===== src/rtl/button_debounce_press_classifier_unit_macros.svh =====
// -----------------------------------------------------------------------------
// Assertion macros for the button debounce and press classifier
// Shared concurrent assertion forms, clocked on the rising edge and
// disabled while the active-low reset is asserted.
// -----------------------------------------------------------------------------
`ifndef BUTTON_DEBOUNCE_PRESS_CLASSIFIER_UNIT_MACROS_SVH
`define BUTTON_DEBOUNCE_PRESS_CLASSIFIER_UNIT_MACROS_SVH

// Property that must hold in the same cycle as its trigger.
`define BDPC_ASSERT_NOW(lbl, clk_s, rstn_s, trig, cond, msg) \
	lbl: assert property (@(posedge clk_s) disable iff (!rstn_s) (trig) |-> (cond)) \
		else $error(msg);

// Property that must hold in the cycle after its trigger.
`define BDPC_ASSERT_NEXT(lbl, clk_s, rstn_s, trig, cond, msg) \
	lbl: assert property (@(posedge clk_s) disable iff (!rstn_s) (trig) |=> (cond)) \
		else $error(msg);

`endif


===== src/rtl/bdpc_pkg.sv =====
// -----------------------------------------------------------------------------
// Button debounce and press classifier package
// Event codes, register indexes, stream widths, output field positions and reset values.
// -----------------------------------------------------------------------------
package bdpc_pkg;

	// Classified press events.
	typedef enum logic [1:0] {
		EV_SHORT   = 2'd0,
		EV_LONG    = 2'd1,
		EV_FACTORY = 2'd2
	} ev_code_t;

	// Configuration register indexes.
	typedef enum logic [1:0] {
		CFG_DEBOUNCE  = 2'd0,
		CFG_SHORT_MAX = 2'd1,
		CFG_LONG_MIN  = 2'd2,
		CFG_RESET_MIN = 2'd3
	} cfg_idx_t;

	localparam int CFG_INDEX_W = 2;

	// Stream data widths, padded to whole bytes.
	localparam int IN_TDATA_W  = 8;
	localparam int OUT_TDATA_W = 8;

	// Output field positions inside the result tdata.
	localparam int OUT_PRESSED_BIT = 0;
	localparam int OUT_EVVALID_BIT = 1;
	localparam int OUT_CODE_LSB    = 2;

	// Register reset values.
	localparam int unsigned DEBOUNCE_RST  = 20;
	localparam int unsigned SHORT_MAX_RST = 2000;
	localparam int unsigned LONG_MIN_RST  = 5000;
	localparam int unsigned RESET_MIN_RST = 10000;

endpackage


===== src/rtl/button_debounce_press_classifier_unit.sv =====
// A result transaction is registered and appears in the cycle after its tick is accepted.
// Throughput: one tick per cycle unless the sink stalls; the update is one pass
// of counters and compares between the input handshake and result register.
// Reset: arst_n clears all but the payload asynchronously; registers go to
// debounce 20, short 2000, long 5000, factory reset 10000 ticks; button released.
// -----------------------------------------------------------------------------
// Button debounce and press classifier
// Debounces an active-low button sampled once per tick and classifies each
// completed press by its duration as short, long, factory reset or no event.
// -----------------------------------------------------------------------------
`include "button_debounce_press_classifier_unit_macros.svh"

module button_debounce_press_classifier_unit #(
	parameter int QUIET_WIDTH    = 10,
	parameter int DURATION_WIDTH = 24
) (
	input  logic                                clk,
	input  logic                                arst_n,
	// Configuration write port.
	input  logic                                cfg_we,
	input  logic [bdpc_pkg::CFG_INDEX_W-1:0]    cfg_index,
	input  logic [DURATION_WIDTH-1:0]           cfg_wdata,
	// Tick input: [0] raw_level, [7:1] zero.
	input  logic                                s_axis_tvalid,
	output logic                                s_axis_tready,
	input  logic [bdpc_pkg::IN_TDATA_W-1:0]     s_axis_tdata,
	// Result: [0] stable_pressed, [1] event_valid, [3:2] event_code, [7:4] zero.
	output logic                                m_axis_tvalid,
	input  logic                                m_axis_tready,
	output logic [bdpc_pkg::OUT_TDATA_W-1:0]    m_axis_tdata
);

	// Configuration registers.
	logic [QUIET_WIDTH-1:0]    debounce_q;
	logic [DURATION_WIDTH-1:0] short_max_q;
	logic [DURATION_WIDTH-1:0] long_min_q;
	logic [DURATION_WIDTH-1:0] reset_min_q;

	// Debounce and press state.
	logic                      previous_raw_q;
	logic [QUIET_WIDTH-1:0]    quiet_count_q;
	logic                      armed_q;
	logic                      stable_level_q;
	logic                      press_active_q;
	logic [DURATION_WIDTH-1:0] press_ticks_q;

	// Result register.
	logic                      out_valid_q;
	logic [bdpc_pkg::OUT_TDATA_W-1:0] out_data_q;

	// Next-state values for one tick.
	logic                      accept;
	logic                      raw;
	logic [QUIET_WIDTH-1:0]    limit;
	logic [QUIET_WIDTH-1:0]    quiet_inc;
	logic [DURATION_WIDTH-1:0] press_inc;
	logic                      expire;
	logic                      level_change;
	logic                      previous_raw_d;
	logic [QUIET_WIDTH-1:0]    quiet_count_d;
	logic                      armed_d;
	logic                      stable_level_d;
	logic                      press_active_d;
	logic [DURATION_WIDTH-1:0] press_ticks_d;
	logic                      ev_valid;
	bdpc_pkg::ev_code_t        ev_code;

	// The input side stalls only when a result waits and the sink is not taking it.
	assign s_axis_tready = !out_valid_q || m_axis_tready;
	assign accept        = s_axis_tvalid && s_axis_tready;
	assign raw           = s_axis_tdata[0];

	// Configuration writes; indexes outside the list are ignored.
	always_ff @(posedge clk or negedge arst_n) begin
		if (!arst_n) begin
			debounce_q  <= QUIET_WIDTH'(bdpc_pkg::DEBOUNCE_RST);
			short_max_q <= DURATION_WIDTH'(bdpc_pkg::SHORT_MAX_RST);
			long_min_q  <= DURATION_WIDTH'(bdpc_pkg::LONG_MIN_RST);
			reset_min_q <= DURATION_WIDTH'(bdpc_pkg::RESET_MIN_RST);
		end else if (cfg_we) begin
			case (bdpc_pkg::cfg_idx_t'(cfg_index))
				bdpc_pkg::CFG_DEBOUNCE:  debounce_q  <= cfg_wdata[QUIET_WIDTH-1:0];
				bdpc_pkg::CFG_SHORT_MAX: short_max_q <= cfg_wdata;
				bdpc_pkg::CFG_LONG_MIN:  long_min_q  <= cfg_wdata;
				bdpc_pkg::CFG_RESET_MIN: reset_min_q <= cfg_wdata;
				default: ;
			endcase
		end
	end

	// Saturating counter increments and the effective debounce limit.
	always_comb begin
		limit     = (debounce_q == '0) ? QUIET_WIDTH'(1) : debounce_q;
		quiet_inc = (quiet_count_q != '1) ? quiet_count_q + QUIET_WIDTH'(1) : quiet_count_q;
		press_inc = (press_active_q && press_ticks_q != '1) ?
			press_ticks_q + DURATION_WIDTH'(1) : press_ticks_q;
	end

	// Debounce count: a raw edge restarts it, quiet ticks count it up to the limit.
	always_comb begin
		previous_raw_d = previous_raw_q;
		quiet_count_d  = quiet_count_q;
		armed_d        = armed_q;
		expire         = 1'b0;
		if (raw != previous_raw_q) begin
			previous_raw_d = raw;
			quiet_count_d  = '0;
			armed_d        = 1'b1;
		end else if (armed_q) begin
			quiet_count_d = quiet_inc;
			if (quiet_inc >= limit) begin
				expire  = 1'b1;
				armed_d = 1'b0;
			end
		end
	end

	// Stable level update and press classification on release.
	always_comb begin
		level_change   = expire && (raw != stable_level_q);
		stable_level_d = stable_level_q;
		press_active_d = press_active_q;
		press_ticks_d  = press_inc;
		ev_valid       = 1'b0;
		ev_code        = bdpc_pkg::EV_SHORT;
		if (level_change) begin
			stable_level_d = raw;
			if (!raw) begin
				press_active_d = 1'b1;
				press_ticks_d  = '0;
			end else if (press_active_q) begin
				press_active_d = 1'b0;
				// Fixed test order: short first, then factory reset, then long.
				if (press_inc < short_max_q) begin
					ev_valid = 1'b1;
					ev_code  = bdpc_pkg::EV_SHORT;
				end else if (press_inc >= reset_min_q) begin
					ev_valid = 1'b1;
					ev_code  = bdpc_pkg::EV_FACTORY;
				end else if (press_inc >= long_min_q) begin
					ev_valid = 1'b1;
					ev_code  = bdpc_pkg::EV_LONG;
				end
			end
		end
	end

	// State registers advance on each accepted tick transaction.
	always_ff @(posedge clk or negedge arst_n) begin
		if (!arst_n) begin
			previous_raw_q <= 1'b1;
			quiet_count_q  <= '0;
			armed_q        <= 1'b0;
			stable_level_q <= 1'b1;
			press_active_q <= 1'b0;
			press_ticks_q  <= '0;
		end else if (accept) begin
			previous_raw_q <= previous_raw_d;
			quiet_count_q  <= quiet_count_d;
			armed_q        <= armed_d;
			stable_level_q <= stable_level_d;
			press_active_q <= press_active_d;
			press_ticks_q  <= press_ticks_d;
		end
	end

	// Result valid flag.
	always_ff @(posedge clk or negedge arst_n) begin
		if (!arst_n) begin
			out_valid_q <= 1'b0;
		end else if (s_axis_tready) begin
			out_valid_q <= s_axis_tvalid;
		end
	end

	// Result payload, loaded with each accepted tick.
	always_ff @(posedge clk) begin
		if (accept) begin
			out_data_q <= {4'b0000, ev_code, ev_valid, !stable_level_d};
		end
	end

	assign m_axis_tvalid = out_valid_q;
	assign m_axis_tdata  = out_data_q;

	// Assertions.
	`BDPC_ASSERT_NOW(a_press_while_low, clk, arst_n, press_active_q, !stable_level_q, "press active while stable level is released")
	`BDPC_ASSERT_NOW(a_event_released, clk, arst_n, m_axis_tvalid && m_axis_tdata[bdpc_pkg::OUT_EVVALID_BIT], !m_axis_tdata[bdpc_pkg::OUT_PRESSED_BIT], "event reported while button still pressed")
	`BDPC_ASSERT_NOW(a_code_idle_zero, clk, arst_n, m_axis_tvalid && !m_axis_tdata[bdpc_pkg::OUT_EVVALID_BIT], m_axis_tdata[bdpc_pkg::OUT_CODE_LSB+1:bdpc_pkg::OUT_CODE_LSB] == 2'b00, "event code nonzero without event")
	`BDPC_ASSERT_NEXT(a_accept_result, clk, arst_n, accept, m_axis_tvalid, "accepted tick produced no result")

endmodule


===== config.mk =====
export PLATFORM = sky130hd
export DESIGN_NAME = button_debounce_press_classifier_unit
export DESIGN_NICKNAME = d
export VERILOG_FILES = /design/src/rtl/bdpc_pkg.sv /design/src/rtl/button_debounce_press_classifier_unit.sv
export VERILOG_INCLUDE_DIRS = /design/src /design/src/rtl
export SDC_FILE = /design/constraint.sdc
export NUM_CORES = 1
export LEC_CHECK = 0
export BUFFER_PORTS_ARGS = -buffer_cell sky130_fd_sc_hd__buf_2
export CAP_MARGIN = 40
export CORE_ASPECT_RATIO = 1.5
export CORE_MARGIN = 1
export CORE_UTILIZATION = 25
export DETAILED_ROUTE_END_ITERATION = 16
export PLACE_DENSITY = 0.42
export SYNTH_ARGS = -nofsm -noshare
export SYNTH_HDL_FRONTEND = slang
export SYNTH_SLANG_ARGS = --single-unit

===== constraint.sdc =====
create_clock -name clk -period 9.45 [get_ports clk]
set_clock_uncertainty 0.15 [all_clocks]
set_input_delay 1.89 -clock clk [delete_from_list [all_inputs] [get_ports clk]]
set_output_delay 1.89 -clock clk [all_outputs]
set_load 0.005 [all_outputs]

==> flow_summary.toml <==
[critical_path]
worst-endpoint-arrival_ns = 5.09
crit_chain = "ha_1 > and3_1 > nand2b_1 > o31ai_2 > nor4_2 > nand3_1 > xnor2_1 > ha_1 > a21oi_1 > o21ai_0 > a2111oi_0 > o21a_1 > o41ai_1 > clkdlybuf4s15_2 > a221o_1 > o31a_1"
timing.setup.critical_path_class = "flip-flop to flip-flop"
worst_setup_path_endpoint = "m_axis_tdata[1]"
critical_path_required_time_ns = 9.47
timing.critical_path.from = "press_ticks_q[0]"
crit_buf_inv = 1
critical_path_cell_count = 16
endpoint_kind = "flip-flop"
worst_path_max_delay_cell = "a2111oi_0"
cp_top_family = "compound AO/OA/AOI/OAI gates"
worst-r2r-setup-slack_ns = 4.39
reg2reg_from = "press_ticks_q[0]"
most_frequent_cell_on_the_critical_path = "ha_1"
cp-start-kind = "flip-flop"
critical_path.max_stage_delay_ns = 0.49
r2r_cells = 16
worstPathMaxFanout = 6
critical_path.reg2reg.endpoint = "m_axis_tdata[1]"

[route]
routed-via-count = 5802
detail_route.iter0.violations = 247
post-route-drc-count = 2
drt_pass1_iterations = 10
routed_via_density = 4.68
postRouteWirelength_um = 20100
wire_per_inst_um = 16.2
postRouteAntennaNets = 0

[timing]
max_slew.worst_pin.slew_ns = 0.849
max_freq_ghz = 0.197
max_transition_viols_final = 0
hold_viol = 0
timing.final.crit_share = 0.536
final_critical_path_setup_slack_ns = 4.39
unrepaired_setup_endpoints_after_global_routing = "no"
fin_tns_setup_ns = 0
fin_worst_hold_slack_ns = 0.353
timing.slew.headroom = 0.431
final_period_minus_worst_setup_slack_ns = 5.06
timing.final.setup_violations = 0

[clock_network]
postCtsSetupRepairBufs = 0
post_cts_hold_buffer_count = 0
tritoncts = "yes"
post_cts_repair_resize_count = 0
clk_transition_reported_paths_ns = 0.06
clock_tree.root_cell = "clkbuf_16"
ctsLongestPathBuffers = 2
htreeDepth = 4
cts-buffers-inserted = 17
clk_latency_ns = 0.42
cts_sinks = 125

[cells_and_area]
fill_cells = 3240
final_layout_size_suffix_gt1_frac = 0.214
layout_common_cells = "dfrtp_1, inv_1, ha_1"
footprint_of_the_multi_input_gates_um2 = 4210
cell_area_after_layout_um2 = 9120
area.growth.synth_to_final_pct = 16.2
ff_latch_area_um2 = 3170
nNetsFinal = 945
utilization = 0.295
final_cells = 1241
antenna_cells = 0
layout.cells.most_common = "dfrtp_1"

[floorplanning]
placeableCoreArea_um2 = 30900
fp.dieW_um = 147
die_h_um = 219
die_area_um2 = 32100
initial_utilization = 0.254
core.rowCount = 79
floorplan.io_pins = 49

[global_routing]
number_of_antenna_violations_at_the_first_check_in_global_routing = 0
met2_track_usage_gr = 0.250
grt_util_all_layers = 0.136
number_of_global_route_vias_before_repair = 5970
grt.overflow.total = 0
grt_first_pass_wirelength_um = 33300
globalRouteMet3Util = 0.0258
globalRouteMet1Util = 0.156
grt.busiest_layer = "met2"
grt_start_max_net_pins = 48

[synthesis]
dominantRegCellSynth = "dfrtp_1"
synth_seq_area_share = 0.404
synth_enable_flop_cells = 4
yosys.area.top_type = "dfrtp_1"
synth.cell_area_um2 = 7850
synth_area_leaders = "dfrtp_1, ha_1, mux2_2"
synth-async-reset-ratio = 0.968
yosys_warnings = 0
synth_largest_type_area_fraction = 0.322
yosysUniqueCellTypes = 66
netlist_instances = 781
synthesized_flop_and_latch_total = 125
syn_avg_cell_area_um2 = 10.1

[power_and_ir_drop]
powerDensity_nw_per_um2 = 195
ir_drop_v = 0.000109
power.total_mw = 1.78
p_leak_nw = 4.21

[min_path]
hold_class = "flip-flop to flip-flop"

[placement]
port_buffers = 37
numPlacedInstances = 1209
placement.cell_area_um2 = 8550
finalWeightedCongestion = 0.733
detailedPlacementHpwl_um = 14900
dpl_worst_slack_ns = 4.31

[run]
drv.max_cap_violation_count = 0

[status]
run_status = "finished, violations left"
failing_checks = "design-rule violations"
state kept, by name (all words and copies together) (netlist names):
register	flops
m_axis_tdata	4
short_max_q	24
quiet_count_q	10
press_ticks_q	24
stable_level_q	1
m_axis_tvalid	1
previous_raw_q	1
long_min_q	24
press_active_q	1
armed_q	1
reset_min_q	24
debounce_q	10
final cells by class:
| type | count | share of cell area |
|---|---|---|
| Inverter | 99 | 0.0407 |
| Clock buffer | 26 | 0.0536 |
| Timing Repair Buffer | 46 | 0.0310 |
| Tap cell | 405 | 0.0555 |
| Clock inverter | 6 | 0.00946 |
| Sequential cell | 125 | 0.348 |
| Multi-Input combinational cell | 534 | 0.462 |
power breakdown:
| group | internal (mW) | leakage, nW | switching [mW] |
|---|---|---|---|
| registers | 0.633 | 1.46 | 0.0609 |
| clock network | 0.409 | 0.279 | 0.244 |
| logic | 0.194 | 2.47 | 0.238 |
synth_stat cells (7+ instances only):
| library cell | n |
|---|---|
| xnor2_1 | 22 |
| nor3_1 | 7 |
| a21o_1 | 18 |
| nand3_1 | 21 |
| nor2_1 | 27 |
| or3_1 | 14 |
| a21oi_1 | 37 |
| ha_1 | 83 |
| inv_1 | 99 |
| clkbuf_1 | 17 |
| o21ai_0 | 50 |
| dfstp_2 | 20 |
| mux2_2 | 75 |
| nand2_1 | 46 |
| nand2b_1 | 8 |
| dfrtp_1 | 101 |
| o21a_1 | 7 |
| nand4_1 | 21 |
| a32o_1 | 8 |
logic make-up (layout without fill, tap and decap cells):
group                      Yosys count  in the layout  synth area share
adders and majority gates           83             83             0.132
other                                1              4          0.000478
xor gates and xnor gates            28             28            0.0312
buffers and inverters              125            177            0.0623
AOI/OAI and AO/OA                  162            162             0.133
and+or+nand+nor                    179            179             0.125
DFF                                125            125             0.404
muxes                               78             78             0.111
layer usage:
layer  up-vias  part of all wire
met5         -                 0
met4         0             0.016
met3        22             0.025
met2        76              0.53
met1      2842              0.43
li1       2862                 -
worst min-delay path by stage:
stage	start	to	slack (ns)	cells after the start
global placement	long_min_q[20]	long_min_q[20]	0.34	1
finish	long_min_q[2]	long_min_q[2]	0.35	1
floorplan	short_max_q[0]	short_max_q[0]	0.33	1
global route	reset_min_q[3]	reset_min_q[3]	0.37	1
detailed placement	long_min_q[5]	long_min_q[5]	0.34	1
CTS	long_min_q[5]	long_min_q[5]	0.36	1
Note: power is estimated with default switching activity, not from simulation.
